===== config.mk =====
export PLATFORM = sky130hd
export DESIGN_NAME = sprite_sheet_frame_sequencer_core
export DESIGN_NICKNAME = d
export VERILOG_FILES = /design/src/design/ssfs_pkg.sv /design/src/design/ssfs_div.sv /design/src/design/sprite_sheet_frame_sequencer_core.sv
export SDC_FILE = /design/constraint.sdc
export NUM_CORES = 1
export LEC_CHECK = 0
export BUFFER_PORTS_ARGS = -buffer_cell sky130_fd_sc_hd__buf_2
export CAP_MARGIN = 15
export CORE_MARGIN = 2
export CORE_UTILIZATION = 30
export CTS_BUF_LIST = sky130_fd_sc_hd__clkbuf_4 sky130_fd_sc_hd__clkbuf_8
export DETAILED_ROUTE_END_ITERATION = 6
export GPL_TIMING_DRIVEN = 0
export PLACE_DENSITY_LB_ADDON = 0.25
export SLEW_MARGIN = 15
export SYNTH_ARGS = -nofsm -noshare
export SYNTH_HDL_FRONTEND = slang
export SYNTH_HIERARCHICAL = 1
export SYNTH_SLANG_ARGS = --single-unit

===== constraint.sdc =====
create_clock -name clk -period 21.2 [get_ports clk]
set_clock_uncertainty 0.15 [all_clocks]
set_input_delay 4.24 -clock clk [delete_from_list [all_inputs] [get_ports clk]]
set_output_delay 4.24 -clock clk [all_outputs]
set_load 0.02 [all_outputs]

===== src/design/ssfs_pkg.sv =====
// Shared widths, register indexes, states and word types of the sprite sheet frame sequencer.
package ssfs_pkg;

  localparam int FRAME_BITS = 16;
  localparam int DIM_BITS   = 12;
  localparam int TIME_BITS  = 32;
  localparam int TIMER_BITS = TIME_BITS + 1;
  localparam int LEFT_BITS  = 2 * DIM_BITS;
  localparam int TOP_BITS   = FRAME_BITS + DIM_BITS;
  localparam int CFG_BITS   = (TIME_BITS > FRAME_BITS) ? TIME_BITS : FRAME_BITS;
  localparam int IDX_BITS   = 3;
  localparam int CNT_BITS   = $clog2(FRAME_BITS + 1);

  localparam logic [IDX_BITS-1:0] CFG_START_FRAME   = 3'd0;
  localparam logic [IDX_BITS-1:0] CFG_END_FRAME     = 3'd1;
  localparam logic [IDX_BITS-1:0] CFG_FRAME_DELAY   = 3'd2;
  localparam logic [IDX_BITS-1:0] CFG_LOOPED        = 3'd3;
  localparam logic [IDX_BITS-1:0] CFG_SHEET_COLUMNS = 3'd4;
  localparam logic [IDX_BITS-1:0] CFG_FRAME_WIDTH   = 3'd5;
  localparam logic [IDX_BITS-1:0] CFG_FRAME_HEIGHT  = 3'd6;

  localparam logic CMD_TICK    = 1'b0;
  localparam logic CMD_RESTART = 1'b1;

  localparam logic [TIME_BITS-1:0] DELAY_RESET = TIME_BITS'(65536);

  typedef enum logic [2:0] {
    S_IDLE,
    S_STEP,
    S_DIV_GO,
    S_DIV,
    S_MUL_LEFT,
    S_MUL_TOP,
    S_OUT
  } state_t;

  typedef struct packed {
    logic                 cmd;
    logic [TIME_BITS-1:0] elapsed_time;
  } in_word_t;

  typedef struct packed {
    logic [FRAME_BITS-1:0] frame_index;
    logic [LEFT_BITS-1:0]  cell_left;
    logic [TOP_BITS-1:0]   cell_top;
    logic                  frame_advanced;
  } out_word_t;

endpackage


===== src/design/ssfs_div.sv =====
// Restoring divider that produces one quotient bit per cycle for the sheet cell lookup.
module ssfs_div (
  input  logic                          clk,
  input  logic                          rst_n,
  input  logic                          start,
  input  logic [ssfs_pkg::FRAME_BITS-1:0] dividend,
  input  logic [ssfs_pkg::DIM_BITS-1:0]   divisor,
  output logic                          done,
  output logic [ssfs_pkg::FRAME_BITS-1:0] quotient,
  output logic [ssfs_pkg::DIM_BITS-1:0]   remainder
);
  import ssfs_pkg::*;

  logic [FRAME_BITS-1:0] quo_r, quo_nxt;
  logic [DIM_BITS-1:0]   rem_r, rem_nxt;
  logic [DIM_BITS-1:0]   dsr_r, dsr_nxt;
  logic [CNT_BITS-1:0]   cnt_r, cnt_nxt;
  logic                  done_r, done_nxt;
  logic [DIM_BITS:0]     shifted;
  logic [DIM_BITS:0]     diff;
  logic                  ge;

  always_comb begin
    shifted  = {rem_r, quo_r[FRAME_BITS-1]};
    diff     = shifted - {1'b0, dsr_r};
    ge       = (shifted >= {1'b0, dsr_r});
    quo_nxt  = quo_r;
    rem_nxt  = rem_r;
    dsr_nxt  = dsr_r;
    cnt_nxt  = cnt_r;
    done_nxt = 1'b0;
    if (start) begin
      quo_nxt = dividend;
      rem_nxt = '0;
      dsr_nxt = divisor;
      cnt_nxt = CNT_BITS'(FRAME_BITS);
    end else if (cnt_r != '0) begin
      quo_nxt  = {quo_r[FRAME_BITS-2:0], ge};
      rem_nxt  = ge ? diff[DIM_BITS-1:0] : shifted[DIM_BITS-1:0];
      cnt_nxt  = cnt_r - CNT_BITS'(1);
      done_nxt = (cnt_r == CNT_BITS'(1));
    end
  end

  always_ff @(posedge clk) begin
    if (!rst_n) begin
      cnt_r  <= '0;
      done_r <= 1'b0;
    end else begin
      cnt_r  <= cnt_nxt;
      done_r <= done_nxt;
    end
    quo_r <= quo_nxt;
    rem_r <= rem_nxt;
    dsr_r <= dsr_nxt;
  end

  assign done      = done_r;
  assign quotient  = quo_r;
  assign remainder = rem_r;

endmodule


===== src/design/sprite_sheet_frame_sequencer_core.sv =====
// Top level of the sprite sheet frame sequencer: registers, timer, frame step and cell origin.
//
// Each input word is a tick carrying elapsed 16.16 time or a restart. Every accepted
// word yields exactly one result word with the frame index, its cell origin on the
// sheet and a flag that tells whether the frame stepped.
// Configuration is a plain write port: cfg_we, cfg_index and cfg_data, taken at the
// clock edge where cfg_we is high; it must only be used while the block is idle.
// A tick runs through these steps: the timer add happens at the accepting edge, then the
// frame step, the start of the bit-serial divider that splits the frame into row and
// column, the divider itself, the shared multiplier that scales them into texels, left
// first and then top, and the load of the output register. A restart or a tick whose
// start frame is not below its end frame skips the frame step. The divider produces
// one quotient bit per cycle over the frame index width. in_stall stays high from
// acceptance until the result is loaded, so one word is in work at a time and the
// next word is accepted at the earliest after that load. A result that waits in the
// output register does not block the next word, but a finished result waits while
// out_stall is high and the register is still full.
// A synchronous reset restores the register defaults, clears frame and timer and
// empties the output register.
module sprite_sheet_frame_sequencer_core (
  input  logic                         clk,
  input  logic                         rst_n,
  input  logic                         in_valid,
  output logic                         in_stall,
  input  ssfs_pkg::in_word_t           in_data,
  output logic                         out_valid,
  input  logic                         out_stall,
  output ssfs_pkg::out_word_t          out_data,
  input  logic                         cfg_we,
  input  logic [ssfs_pkg::IDX_BITS-1:0] cfg_index,
  input  logic [ssfs_pkg::CFG_BITS-1:0] cfg_data
);
  import ssfs_pkg::*;

  state_t                state_r, state_nxt;

  logic [FRAME_BITS-1:0] start_r, end_r;
  logic [TIME_BITS-1:0]  delay_r;
  logic                  looped_r;
  logic [DIM_BITS-1:0]   cols_r, width_r, height_r;

  logic [FRAME_BITS-1:0] cur_r, cur_nxt;
  logic [TIMER_BITS-1:0] timer_r, timer_nxt;
  logic                  adv_r, adv_nxt;
  logic [LEFT_BITS-1:0]  left_r, left_nxt;
  logic [TOP_BITS-1:0]   top_r, top_nxt;
  logic                  out_valid_r, out_valid_nxt;
  out_word_t             out_data_r, out_data_nxt;

  logic                  accept;
  logic [TIMER_BITS:0]   sum;
  logic [FRAME_BITS:0]   next_frame;
  logic [DIM_BITS-1:0]   cols_eff;
  logic                  div_start, div_done;
  logic [FRAME_BITS-1:0] div_quo;
  logic [DIM_BITS-1:0]   div_rem;
  logic [FRAME_BITS-1:0] mul_a;
  logic [DIM_BITS-1:0]   mul_b;
  logic [TOP_BITS-1:0]   product;

  assign in_stall = (state_r != S_IDLE);
  assign accept   = in_valid && !in_stall;
  assign cols_eff = (cols_r == '0) ? DIM_BITS'(1) : cols_r;
  assign product  = TOP_BITS'(mul_a) * TOP_BITS'(mul_b);

  ssfs_div u_div (
    .clk       (clk),
    .rst_n     (rst_n),
    .start     (div_start),
    .dividend  (cur_r),
    .divisor   (cols_eff),
    .done      (div_done),
    .quotient  (div_quo),
    .remainder (div_rem)
  );

  always_comb begin
    state_nxt     = state_r;
    cur_nxt       = cur_r;
    timer_nxt     = timer_r;
    adv_nxt       = adv_r;
    left_nxt      = left_r;
    top_nxt       = top_r;
    out_valid_nxt = out_valid_r && out_stall;
    out_data_nxt  = out_data_r;
    div_start     = 1'b0;
    sum           = {1'b0, timer_r} + (TIMER_BITS + 1)'(in_data.elapsed_time);
    next_frame    = {1'b0, cur_r} + (FRAME_BITS + 1)'(1);
    mul_a         = FRAME_BITS'(div_rem);
    mul_b         = width_r;
    unique case (state_r)
      S_IDLE: begin
        if (accept) begin
          adv_nxt = 1'b0;
          if (in_data.cmd == CMD_RESTART) begin
            cur_nxt   = start_r;
            timer_nxt = '0;
            state_nxt = S_DIV_GO;
          end else if (start_r >= end_r) begin
            state_nxt = S_DIV_GO;
          end else begin
            timer_nxt = sum[TIMER_BITS] ? {TIMER_BITS{1'b1}} : sum[TIMER_BITS-1:0];
            state_nxt = S_STEP;
          end
        end
      end
      S_STEP: begin
        if (timer_r > TIMER_BITS'(delay_r)) begin
          timer_nxt = timer_r - TIMER_BITS'(delay_r);
          adv_nxt   = 1'b1;
          if (next_frame < {1'b0, start_r} || next_frame > {1'b0, end_r}) begin
            cur_nxt = looped_r ? start_r : end_r;
          end else begin
            cur_nxt = next_frame[FRAME_BITS-1:0];
          end
        end
        state_nxt = S_DIV_GO;
      end
      S_DIV_GO: begin
        div_start = 1'b1;
        state_nxt = S_DIV;
      end
      S_DIV: begin
        if (div_done) begin
          state_nxt = S_MUL_LEFT;
        end
      end
      S_MUL_LEFT: begin
        left_nxt  = product[LEFT_BITS-1:0];
        state_nxt = S_MUL_TOP;
      end
      S_MUL_TOP: begin
        mul_a     = div_quo;
        mul_b     = height_r;
        top_nxt   = product;
        state_nxt = S_OUT;
      end
      S_OUT: begin
        if (!(out_valid_r && out_stall)) begin
          out_valid_nxt               = 1'b1;
          out_data_nxt.frame_index    = cur_r;
          out_data_nxt.cell_left      = left_r;
          out_data_nxt.cell_top       = top_r;
          out_data_nxt.frame_advanced = adv_r;
          state_nxt                   = S_IDLE;
        end
      end
      default: state_nxt = S_IDLE;
    endcase
  end

  always_ff @(posedge clk) begin
    if (!rst_n) begin
      state_r     <= S_IDLE;
      out_valid_r <= 1'b0;
      cur_r       <= '0;
      timer_r     <= '0;
      start_r     <= '0;
      end_r       <= '0;
      delay_r     <= DELAY_RESET;
      looped_r    <= 1'b0;
      cols_r      <= DIM_BITS'(1);
      width_r     <= DIM_BITS'(1);
      height_r    <= DIM_BITS'(1);
    end else begin
      state_r     <= state_nxt;
      out_valid_r <= out_valid_nxt;
      cur_r       <= cur_nxt;
      timer_r     <= timer_nxt;
      if (cfg_we) begin
        case (cfg_index)
          CFG_START_FRAME:   start_r  <= cfg_data[FRAME_BITS-1:0];
          CFG_END_FRAME:     end_r    <= cfg_data[FRAME_BITS-1:0];
          CFG_FRAME_DELAY:   delay_r  <= cfg_data[TIME_BITS-1:0];
          CFG_LOOPED:        looped_r <= cfg_data[0];
          CFG_SHEET_COLUMNS: cols_r   <= cfg_data[DIM_BITS-1:0];
          CFG_FRAME_WIDTH:   width_r  <= cfg_data[DIM_BITS-1:0];
          CFG_FRAME_HEIGHT:  height_r <= cfg_data[DIM_BITS-1:0];
          default: ;
        endcase
      end
    end
    adv_r      <= adv_nxt;
    left_r     <= left_nxt;
    top_r      <= top_nxt;
    out_data_r <= out_data_nxt;
  end

  assign out_valid = out_valid_r;
  assign out_data  = out_data_r;

endmodule


# --- Word level (Yosys, flattened, before mapping) ---
# Index checks and enable logic that the tools add are counted.
op_classes:
  n_bitwise: 3
  mux: 30
  reduce_logical: 25
  add_sub_neg: 5
  n_mul: 1
  n_eq_ne: 19
  n_lt_le_gt_ge: 5
op_table:
  columns: ["cell", "count"]
  rows:
  - ["$mux 33", 5]
  - ["$mux 16", 8]
  - ["$pmux 33 s2", 1]
  - ["$add 33x32->34", 1]
  - ["$gt 33x32->1", 1]
  - ["$sub 33x32->33", 1]
  - ["$pmux 16 s2", 1]
  - ["$mul 16x12->28", 1]
  - ["$mux 12", 2]
  - ["$pmux 3 s7", 1]
  - ["$eq 3x3->1 const B", 6]
  - ["$add 16x1->17 const B", 1]
  - ["$gt 17x16->1", 1]
  - ["$lt 17x16->1", 1]
  - ["$ge 16x16->1", 1]
  - ["$reduce_and 2->1", 8]
  - ["$ge 13x12->1", 1]
  - ["$eq 3x2->1 const B", 4]
  - ["$logic_not 12->1", 1]
  - ["$sub 12x12->12", 1]
  - ["$mux 5", 2]
  - ["$mux 3", 3]
  - ["$ne 2x2->1 const B", 4]
  - ["$reduce_and 4->1", 2]
  - ["19 further kinds", 30]
totals:
  inputBits: 73
  out_inout_bits: 71
  ff_bits: 322
  wordCells: 112

# --- Depth between registers and ports, before layout ---
logic_depth:
  word_depth: 6
  depth_mapped: 31
  ltp_nobuf: 27

# --- Cells and area by module ---
# Netlist, hierarchy kept.
by_module_without_submodules:
  columns: ["mod", "area_each_um2", "n_inst", "cells_per_inst"]
  rows:
  - ["sprite_sheet_frame_sequencer_core", 20938.8, 1, 2400]
  - ["ssfs_div", 2508.7, 1, 229]

# --- Worst setup path before layout ---
# OpenSTA, ideal clock, no wires.
synth_path:
  path_kind: "in2reg"
  startpoint: "input out_stall"
  endpoint: "register out_data_r, in the netlist out_data[0] (enable)"
  setup_slack_ps: 13012
  cell_stages: 1
  required_time_ps: 20531
  arrival_ps: 7519
  n_path_buf: 0
  path_cell_list: "a21oi_1"
synth_between:
  elab_chain_cells: 3
synth_rtl:
  columns: ["element", "line_no", "source"]
  rows:
  - ["from (decl)", "sprite_sheet_frame_sequencer_core.sv:27", "input logic out_stall,"]
  - ["$logic_and 1x1->1", "sprite_sheet_frame_sequencer_core.sv:139", "if (!(out_valid_r && out_stall)) begin"]
  - ["$not 1->1 (no line)", null, null]
  - ["$reduce_and 2->1 (no line)", null, null]
  - ["to (signal assigned)", "sprite_sheet_frame_sequencer_core.sv:186", "out_data_r <= out_data_nxt;"]
  - ["to (decl)", "sprite_sheet_frame_sequencer_core.sv:48", "out_word_t out_data_r, out_data_nxt;"]
# Every way passes these cells.
# A chain may end at the register's enable or synchronous reset.

# --- Worst setup path in the final report ---
layout_path:
  startpoint: "register state_r[2]"
  endpoint: "register top_r[25] (data pin)"
layout_between:
  elab_chain_cells: 3
  elab_cells_between_ends: 4
layout_rtl:
  columns: ["element", "line_no", "source"]
  rows:
  - ["from (decl)", "sprite_sheet_frame_sequencer_core.sv:35", "state_t state_r, state_nxt;"]
  - ["from (signal assigned)", "sprite_sheet_frame_sequencer_core.sv:166", "state_r <= state_nxt;"]
  - ["$eq 3x3->1 *", "sprite_sheet_frame_sequencer_core.sv:91", "unique case (state_r)"]
  - ["$mux 16 / $mux 12 (equally long branches)", "sprite_sheet_frame_sequencer_core.sv:91", null]
  - ["$mul 16x12->28 *", "sprite_sheet_frame_sequencer_core.sv:64", "assign product = TOP_BITS'(mul_a) * TOP_BITS'(mul_b);"]
  - ["net product[25]", "sprite_sheet_frame_sequencer_core.sv:59", "logic [TOP_BITS-1:0] product;"]
  - ["to (signal assigned)", "sprite_sheet_frame_sequencer_core.sv:185", "top_r <= top_nxt;"]
  - ["to (decl)", "sprite_sheet_frame_sequencer_core.sv:46", "logic [TOP_BITS-1:0] top_r, top_nxt;"]
# The timed path passes the listed nets; every way through them passes the cells marked *.

==> metrics.cfg <==
[job]
max-cap-violations=0

[floorplanning]
design.die.area_um2=80400
die_x_um=284
io_pins=144
rows=102
start_util_pct=30.3
die_h_um=284
core-area_um2=77500

[critical_path]
start_kind=flip-flop
cp-end-kind=flip-flop
crit_required_ns=21.47
reg2reg_depth=29
cpMostUsedCell=inv_1
crit_family=adder cells
cp_slowest_stage_delay_ns=0.54
critPathLaunch=state_r[2]
crit_fanout=10
slowest_stage=fa_1
regToRegStartpoint=state_r[2]
cp_num_buf_inv=9
cp_data_arrival_time_ns=8.37
r2r_end=top_r[25]
path_class=reg2reg
rrSetupSlack_ns=13.10

[sta]
hold_viol=0
fmax_mhz=123
fin_hold_ws_ns=0.267
fin_setup_tns_ns=0
slew_viol_final=0
setup_viol=0
grt_setup_unrepaired=no
tightest_slew_ns=0.889
relSlewSlack_pct=40.7
fin_crit_sh_pct=38.2
fin_crit_ns=8.10

[outcome]
status=finished clean

[clocking]
cts.sinks=322
clockRootBuffer=clkbuf_8
clkLatencyLatePin_ns=0.67
cts_resized=0
cts_tree=done
hold_buffers=0
cts_setup_buffers=0
htreeDepth=2
path_clk_slew_ns=0.06
cts_buffers=57
clockBufferDepth=3

[final_layout]
drive_gt1_share_pct=11.1
postLayoutCoreUtil_pct=34.6
final_nets=3247
final_cells=3929
synthToLayoutAreaGrowth_pct=14.4

[yosys]
yosysMostFrequentCell=nand2_1
synth-seq-area-share_pct=33.9
syn_area_um2=23400
syn_avg_cell_area_um2=8.92
synth_area_leaders=edfxtp_1, dfxtp_1, fa_1
synth_top_flop_cell=dfxtp_1
yosysWarnings=6
synth_area_leader_cell=edfxtp_1
async_reset_ff_share_pct=0
synth_seq_cells=322
synth.distinct_cells=91
synth_edf_count=150
synth.top_cells.by_count=nand2_1, inv_1, ha_1, a21oi_1, dfxtp_1
synthDominantCellAreaShare_pct=19.2
synth_nets=3037
syn_inst=2629

[pwr]
leakagePower_nw=11.4
ir_drop_mv=0.0434
power_density_nw_per_um2=84.9

[global_routing]
grt_max_degree=29
grt_pass1_vias=18662
grt-ovfl-total=0
grt_usage_pct=16.5
grt_pass1_wl_um=105000
antenna_found_initial=4

[routing]
drt_iter0_drc=933
drtPass1Iterations=5
totalWireLength_um=66600
routed_via_density=4.75
wire_per_inst_um=17.0
drtAntennaViolNets=0
routed-via-count=18666
drc=0

[worst_hold_path]
holdPathEnd=out_data[41]
worstHoldPathType=reg2reg
holdPathStages=0
worstHoldStart=left_r[12]

[placed_design]
dp.final_hpwl_um=53700
dpl.cell_count=3820
port_buffers=143
gp_congestion=0.880

## layer usage
metal	track usage [%]	wire (um)	up-vias
li1	-	-	9412
met1	21.8	31000	8765
met2	27.9	31100	390
met3	2.18	2600	99
met4	5.15	1960	0
met5	0	0	-
## placed cells by master (no fill, tap or decap), drive strengths merged, types with 18 or more instances in the layout
cell type,synthesis,layout
nand2,496,496
edfxtp,150,150
nor2,158,158
nor2b,18,18
a21o,32,32
nor3,25,25
a31oi,37,37
o21a,31,31
mux2i,27,27
o21ai,120,120
a21oi,192,192
buf,17,168
clkinv,1,21
xor2,34,34
xnor2,64,64
nand4,19,19
clkbuf,90,168
fa,143,143
and3,38,38
nand3,36,36
inv,291,294
a211oi,34,34
ha,192,192
dfxtp,172,172
a221oi,18,18
## power by group
part | leakage (nW) | internal [mW] | switching [mW] | total (mW)
clock network | 0.629 | 0.335 | 0.275 | 0.610
logic | 8.03 | 0.348 | 0.521 | 0.869
registers | 2.79 | 0.721 | 0.0770 | 0.798
## state kept, by name (all words and copies together), names as in the netlist, 16 cells and up
register	flops
u_div/quotient	16
timer_r	33
left_r	24
end_r	16
top_r	28
cur_r	16
delay_r	32
out_data	69
start_r	16
## metrics by stage
stage	worst slack [ns]	power [mW]	instance area, um^2
2_1_floorplan	13.01	1.43	23400
3_3_place_gp	10.63	1.67	25500
3_5_place_dp	13.04	1.67	25600
4_1_cts	13.06	2.30	26800
5_1_grt	12.58	2.44	26800
6_report	13.10	2.28	26800
## final cells by class
cell class | count | area [um^2]
repair buffers | 151 | 833
clock inverters | 29 | 236
well taps | 1040 | 1300
diodes | 2 | 5.00
flip-flops and latches | 322 | 7950
inverters | 292 | 1100
clock buffers | 78 | 967
plain buffers | 107 | 458
multi-input cells | 1908 | 14000
fillers | 8146 | 50700
## worst max path at each step
stage / cells after the start / to / slack (ns)
detailed placement: 29 / top_r[25] / 13.04
CTS: 29 / top_r[25] / 13.06
global placement: 2 / out_data[39] / 10.63
finish: 29 / top_r[25] / 13.10
floorplan: 1 / out_data[0] / 13.01
global route: 29 / top_r[26] / 12.58
## logic make-up (layout without fill, tap and decap cells)
| group | after synthesis | in the layout | synth area share, % |
|---|---|---|---|
| compound gates | 561 | 561 | 15.2 |
| xor+xnor | 98 | 98 | 3.66 |
| fa+ha+maj | 335 | 335 | 22.5 |
| buf+inv | 399 | 657 | 6.62 |
| flops | 322 | 322 | 33.9 |
| mux | 44 | 44 | 1.97 |
| other cells | 0 | 2 | 0 |
| simple gates | 870 | 870 | 16.2 |
No activity file was read; power rests on OpenSTA's default activity.
